File: src/hw/rtl/sltr_pkg.sv
package sltr_pkg;

  localparam int unsigned RawW = 28;
  localparam logic [31:0] LcgMult = 32'd69069;

  typedef logic [14:0] perturb_t;

  localparam perturb_t PERTURB [256] = '{
    15'd28985, 15'd27138, 15'd26457, 15'd9451, 15'd17764, 15'd10909, 15'd28790, 15'd8716,
    15'd6361, 15'd4853, 15'd17798, 15'd21977, 15'd19643, 15'd20662, 15'd10834, 15'd20103,
    15'd27067, 15'd28634, 15'd18623, 15'd25849, 15'd8576, 15'd26234, 15'd23887, 15'd18228,
    15'd32587, 15'd4836, 15'd3306, 15'd1811, 15'd3035, 15'd24559, 15'd18399, 15'd315,
    15'd26766, 15'd907, 15'd24102, 15'd12370, 15'd9674, 15'd2972, 15'd10472, 15'd16492,
    15'd22683, 15'd11529, 15'd27968, 15'd30406, 15'd13213, 15'd2319, 15'd23620, 15'd16823,
    15'd10013, 15'd23772, 15'd21567, 15'd1251, 15'd19579, 15'd20313, 15'd18241, 15'd30130,
    15'd8402, 15'd20807, 15'd27354, 15'd7169, 15'd21211, 15'd17293, 15'd5410, 15'd19223,
    15'd10255, 15'd22480, 15'd27388, 15'd9946, 15'd15628, 15'd24389, 15'd17308, 15'd2370,
    15'd9530, 15'd31683, 15'd25927, 15'd23567, 15'd11694, 15'd26397, 15'd32602, 15'd15031,
    15'd18255, 15'd17582, 15'd1422, 15'd28835, 15'd23607, 15'd12597, 15'd20602, 15'd10138,
    15'd5212, 15'd1252, 15'd10074, 15'd23166, 15'd19823, 15'd31667, 15'd5902, 15'd24630,
    15'd18948, 15'd14330, 15'd14950, 15'd8939, 15'd23540, 15'd21311, 15'd22428, 15'd22391,
    15'd3583, 15'd29004, 15'd30498, 15'd18714, 15'd4278, 15'd2437, 15'd22430, 15'd3439,
    15'd28313, 15'd23161, 15'd25396, 15'd13471, 15'd19324, 15'd15287, 15'd2563, 15'd18901,
    15'd13103, 15'd16867, 15'd9714, 15'd14322, 15'd15197, 15'd26889, 15'd19372, 15'd26241,
    15'd31925, 15'd14640, 15'd11497, 15'd8941, 15'd10056, 15'd6451, 15'd28656, 15'd10737,
    15'd13874, 15'd17356, 15'd8281, 15'd25937, 15'd1661, 15'd4850, 15'd7448, 15'd12744,
    15'd21826, 15'd5477, 15'd10167, 15'd16705, 15'd26897, 15'd8839, 15'd30947, 15'd27978,
    15'd27283, 15'd24685, 15'd32298, 15'd3525, 15'd12398, 15'd28726, 15'd9475, 15'd10208,
    15'd617, 15'd13467, 15'd22287, 15'd2376, 15'd6097, 15'd26312, 15'd2974, 15'd9114,
    15'd21787, 15'd28010, 15'd4725, 15'd15387, 15'd3274, 15'd10762, 15'd31695, 15'd17320,
    15'd18324, 15'd12441, 15'd16801, 15'd27376, 15'd22464, 15'd7500, 15'd5666, 15'd18144,
    15'd15314, 15'd31914, 15'd31627, 15'd6495, 15'd5226, 15'd31203, 15'd2331, 15'd4668,
    15'd12650, 15'd18275, 15'd351, 15'd7268, 15'd31319, 15'd30119, 15'd7600, 15'd2905,
    15'd13826, 15'd11343, 15'd13053, 15'd15583, 15'd30055, 15'd31093, 15'd5067, 15'd761,
    15'd9685, 15'd11070, 15'd21369, 15'd27155, 15'd3663, 15'd26542, 15'd20169, 15'd12161,
    15'd15411, 15'd30401, 15'd7580, 15'd31784, 15'd8985, 15'd29367, 15'd20989, 15'd14203,
    15'd29694, 15'd21167, 15'd10337, 15'd1706, 15'd28578, 15'd887, 15'd3373, 15'd19477,
    15'd14382, 15'd675, 15'd7033, 15'd15111, 15'd26138, 15'd12252, 15'd30996, 15'd21409,
    15'd25678, 15'd18555, 15'd13256, 15'd23316, 15'd22407, 15'd16727, 15'd991, 15'd9236,
    15'd5373, 15'd29402, 15'd6117, 15'd15241, 15'd27715, 15'd19291, 15'd19888, 15'd19847
  };

  typedef struct packed {
    logic en;
    logic valid;
  } pipe_ctl_t;

endpackage

File: src/hw/rtl/sltr_mod.sv
module sltr_mod (
  input  logic                        clk,
  input  logic                        rst_n,
  input  sltr_pkg::pipe_ctl_t         ctl,
  input  logic [sltr_pkg::RawW-1:0]   raw,
  input  logic [32:0]                 divisor,
  input  logic [31:0]                 low,
  output logic                        rem_valid,
  output logic [31:0]                 rem,
  output logic [31:0]                 rem_low
);
  localparam int N = sltr_pkg::RawW;

  logic                v_r   [N];
  logic [31:0]         rem_r [N];
  logic [N-1:0]        dnd_r [N];
  logic [32:0]         dvs_r [N];
  logic [31:0]         lo_r  [N];

  function automatic logic [31:0] step(input logic [31:0] r, input logic b,
                                       input logic [32:0] d);
    logic [32:0] s;
    s = {r, b};
    if (s >= d) begin
      s = s - d;
    end
    return s[31:0];
  endfunction

  always_ff @(posedge clk) begin
    if (!rst_n) begin
      for (int k = 0; k < N; k++) v_r[k] <= 1'b0;
    end else if (ctl.en) begin
      v_r[0] <= ctl.valid;
      for (int k = 1; k < N; k++) v_r[k] <= v_r[k-1];
    end
  end

  always_ff @(posedge clk) begin
    if (ctl.en) begin
      rem_r[0] <= step(32'd0, raw[N-1], divisor);
      dnd_r[0] <= {raw[N-2:0], 1'b0};
      dvs_r[0] <= divisor;
      lo_r[0]  <= low;
      for (int k = 1; k < N; k++) begin
        rem_r[k] <= step(rem_r[k-1], dnd_r[k-1][N-1], dvs_r[k-1]);
        dnd_r[k] <= {dnd_r[k-1][N-2:0], 1'b0};
        dvs_r[k] <= dvs_r[k-1];
        lo_r[k]  <= lo_r[k-1];
      end
    end
  end

  assign rem_valid = v_r[N-1];
  assign rem       = rem_r[N-1];
  assign rem_low   = lo_r[N-1];
endmodule

File: config.mk
export PLATFORM = sky130hd
export DESIGN_NAME = sltr_mod
export DESIGN_NICKNAME = d
export VERILOG_FILES = /design/src/hw/rtl/sltr_pkg.sv /design/src/hw/rtl/sltr_mod.sv
export SDC_FILE = /design/constraint.sdc
export NUM_CORES = 2
export LEC_CHECK = 0
export BUFFER_PORTS_ARGS = -buffer_cell sky130_fd_sc_hd__buf_4
export CORE_ASPECT_RATIO = 1.25
export CORE_MARGIN = 2
export CORE_UTILIZATION = 50
export DETAILED_ROUTE_END_ITERATION = 10
export PLACE_DENSITY_LB_ADDON = 0.3
export RECOVER_POWER = 50
export SYNTH_ARGS = -nofsm -noshare
export SYNTH_HDL_FRONTEND = slang
export SYNTH_SLANG_ARGS = --single-unit
File: constraint.sdc
create_clock -name clk -period 4.6 [get_ports clk]
set_input_delay 0.92 -clock clk [delete_from_list [all_inputs] [get_ports clk]]
set_output_delay 0.92 -clock clk [all_outputs]
set_load 0.02 [all_outputs]
; Word level (Yosys, flattened, before mapping)
; Memories as Yosys holds them, arrays and structs flattened.
; Index checks and enable logic that the tools add are counted.
[word_totals]
reg_bits = 0
ram_bits = 3500
input_bits = 97
output_inout_bits = 65
elab_cells = 178
n_memories = 5
[memory_table]
columns = name, words, width, rd, rd_clocked_by_memory_dff, write_ports, line_no
row1 = dvs_r, 28, 33, 27, 0, 28, sltr_mod.sv:17  ; logic [32:0] dvs_r [N];
row2 = lo_r, 28, 32, 28, 0, 28, sltr_mod.sv:18  ; logic [31:0] lo_r [N];
row3 = rem_r, 28, 32, 28, 0, 28, sltr_mod.sv:15  ; logic [31:0] rem_r [N];
row4 = dnd_r, 28, 27, 27, 0, 28, sltr_mod.sv:16  ; logic [N-1:0] dnd_r [N];
row5 = v_r, 28, 1, 28, 0, 28, sltr_mod.sv:14  ; logic v_r [N];
[classes]
addsub = 28
n_lt_le_gt_ge = 28
muxes = 89
n_bitwise = 28
[ops]
columns = cell, count
row1 = 32-bit 2-to-1 mux, 56
row2 = 33-bit >= comparator, 27
row3 = 32-bit subtractor, 27
row4 = 1-bit by 33-bit >= comparator with 1-bit output, 1
row5 = 1-bit 2-to-1 mux, 33
row6 = 1-bit by 32-bit subtractor with 32-bit output, 1
row7 = 1-bit OR, 28

; Longest topological paths before layout
[logic_depth]
word_depth = 4
mapped_depth = 15
depth_no_buf = 14

; Least setup slack after synthesis
; No wires, ideal clock.
[synth_path]
kind = register to register
start = memory dnd_r[0][215] in the netlist's numbering
end = memory rem_r[8][30], in the netlist rem_r[4][30] (data pin)
setup_ns = 0.260
arrival_time_ns = 3.255
setup_slack_ns = 1.085
path_stages_with_launch = 15
synth_period_minus_slack_ns = 3.515
path_cell_list = edfxtp_1 > inv_1 > ha_1 > inv_1 > fa_1 > a21o_1 > a221oi_2 > o221ai_2 > a41oi_2 > o21ai_1 > a2111oi_0 > or3_1 > nor3_1 > or3_1 > mux2_2
[synth_lines]
columns = element, line_no
row1 = start: declaration, sltr_mod.sv:16
row2 = end: declaration, sltr_mod.sv:15

==> results.cfg <==
[run_status]
status = complete, but fails checks
failed_checks = max-capacitance violations, max-slew violations

[setup_path]
crit_path_start_kind = flop
crit_fanout = 55
setup.worst_path.class = reg -> reg
arrival_ps = 4800
reg2reg_depth = 13
worstPathRequired_ps = 5140
worst_setup_path_end_kind = flop

[clocking]
cts_hold_buf = 0
cts-root-buf = clkbuf_16
worstSkewPairLatency_ps = 900
cts_tree = done
ctsHtreeMaxLevel = 5
cts_buffers = 324
cts_buffer_depth = 4
clock-sinks = 3089
clk_pin_slew_ps = 60

[synth]
syn_area_per_cell_um2 = 13.10
synth_area_leaders = edfxtp_1, ha_1, mux2_2
synth-edff-count = 3088
syn_inst = 11480
synth_top_area_frac = 0.6165
synth-main-ff-cell = edfxtp_1
ys_seq_area_frac = 0.6167
syn-cell-area_mm2 = 0.1504
yosysMostFrequentCell = edfxtp_1
synth_seq_cells = 3089
yosys.cell_types.count = 105
synth_top_cell_by_area = edfxtp_1
syn-num-nets = 12500
yosys-top-cells-count = edfxtp_1, inv_1, ha_1, a21oi_1, nand2_1
synthArstFlopShare = 0
yosysWarnings = 0

[sta]
slew_headroom = -1.529
max_freq_ghz = 0.2346
hold_viol = 0
setup_ws_ps = 337.6
rsz0062_at_grt = no
hold_slack_ps = 215.1
finalSetupTns_ps = 0
finalCritPeriodShare = 0.9266
worstMarginPinSlew_ps = 3794
post-route-min-period_ps = 4262
slew_viol_final = 63
setup_viol = 0
finClkSkew_ps = 81.54

[placed_design]
preCtsSetupSlack_ps = 330.1
dp_hpwl_mm = 246.0
dpl-instance-area_mm2 = 0.1570
gp_congestion = 0.9834
io_buffers = 161

[grt]
grt_max_degree = 146
antenna_found_initial = 17
grt.overflow.total = 0
grt_pass1_vias = 91870
grt_pass1_wl_mm = 513.5
track_usage = 0.2139

[power_and_ir_drop]
p_leak_nw = 66.88
seq_power_share = 0.373
peakVddDrop_mv = 0.3306
total_power_mw = 112.6
p_int_mw = 73.85
clkPwrFrac = 0.233
p_comb_frac = 0.394
swShare = 0.3442
power.switching_mw = 38.75
powerDensity_mw_per_mm2 = 672.5

[floorplan]
dieHeight_um = 617.2
die_area_mm2 = 0.3052
start_util = 0.5017
ios = 162
die_w_um = 494.6
core_region_area_mm2 = 0.2998
core.rowCount = 225

[run]
drv_cap = 1

[hold_path]
hold_depth = 1
hp-class = in -> reg

[cells_and_area]
stdcell_area_mm2 = 0.1674
area.growth.synth_to_final_pct = 11.32
nets = 12870
drive_gt1_frac = 0.1107

[route]
vias = 91020
drtIter0Drc = 7178
routed_wl_mm = 332.6
avgViaCountPerCell = 5.660
first_pass_iters = 6
drcViolationCount = 0
antenna_left = 0
wl_per_cell_um = 20.68
-- cell usage in the layout, fill, tap and decap left out, drive strengths merged, types with 127 or more instances in the layout --
master / count
buf: 204
xnor2: 440
clkbuf: 495
ha: 893
xor2: 284
edfxtp: 3088
a21oi: 766
mux2: 513
nor2: 514
nand4: 142
a21o: 521
o21ai: 570
o21bai: 127
inv: 1134
nand3: 155
and3: 131
clkinv: 128
nand2: 605
-- power by group through the flow --
stage	clock network (mW)	registers, mW	logic [mW]
after CTS	27.0	42.0	44.0
after global placement	0	42.5	42.5
final	26.2	42.0	44.4
after detailed placement	0	42.6	43.6
after floorplan	0	40.5	33.9
after global routing	28.0	42.4	49.0
-- through the flow --
| step | std cells | utilization |
|---|---|---|
| floorplan | 11480 | - |
| global placement | 15500 | 0.5238 |
| detailed placement | 15500 | 0.5238 |
| CTS | 16080 | 0.5592 |
| global route | 16080 | 0.5584 |
| finish | 16080 | 0.5585 |
-- flip-flops by register name (all words and copies together), names as in the netlist --
register / flops
dnd_r: 378
dvs_r: 891
lo_r: 896
rem_r: 896
v_r: 28
-- cells by family after synthesis --
group / Yosys count / synth area share
DFF: 3089 / 0.6167
AOI/OAI and AO/OA: 2688 / 0.1157
and+or+nand+nor: 2119 / 0.06867
buffers and inverters: 1397 / 0.03762
adders and majority gates: 920 / 0.07788
xor gates and xnor gates: 724 / 0.04216
muxes: 546 / 0.04133
-- layer usage --
layer,vias up,wire length [um],GRT usage,part of all wire
met4,4,16410,0.09647,0.049
li1,43500,-,-,-
met5,-,28,0,0.000084
met3,812,15140,0.02889,0.046
met2,2520,171000,0.3851,0.51
met1,44180,130000,0.2525,0.39
-- critical path: stages, from the launching register on --
cell and delay (ps):
edfxtp_1 580, inv_1 150, ha_1 320, nor2b_1 150, o21a_1 150, o21ai_0 150, a21oi_1 440, o211ai_1 290
nand3b_1 220, nand2_1 180, o311ai_4 290, buf_12 280, nor2_1 70, a21oi_1 620
-- what timing repair did --
| action | in CTS | in global routing |
|---|---|---|
| setup endpoints to repair | 0 | 10 |
| gates resized for setup | 0 | 0 |
| setup buffers | 0 | 0 |
-- final cells by class --
cell class              instances  area (um^2)
repair buffers                316         2710
multi-input cells            6998        52180
clock buffers                 383         8436
clock inverters               195         2167
fillers                     23990       132400
diodes                          3        7.507
flip-flops and latches       3089        92750
inverters                    1124         4219
well taps                    3972         4970
-- final timing paths --
kind	to	slack, ps	start
worst max-delay path	rem_r[9][8]	340	dvs_r[1][34]
worst max register to register	rem_r[9][8]	340	dvs_r[1][34]
worst min register to register	lo_r[0][306]	370	lo_r[0][274]
worst min-delay path	dnd_r[0][6]	220	raw[6]
No activity file was read; power rests on OpenSTA's default activity.
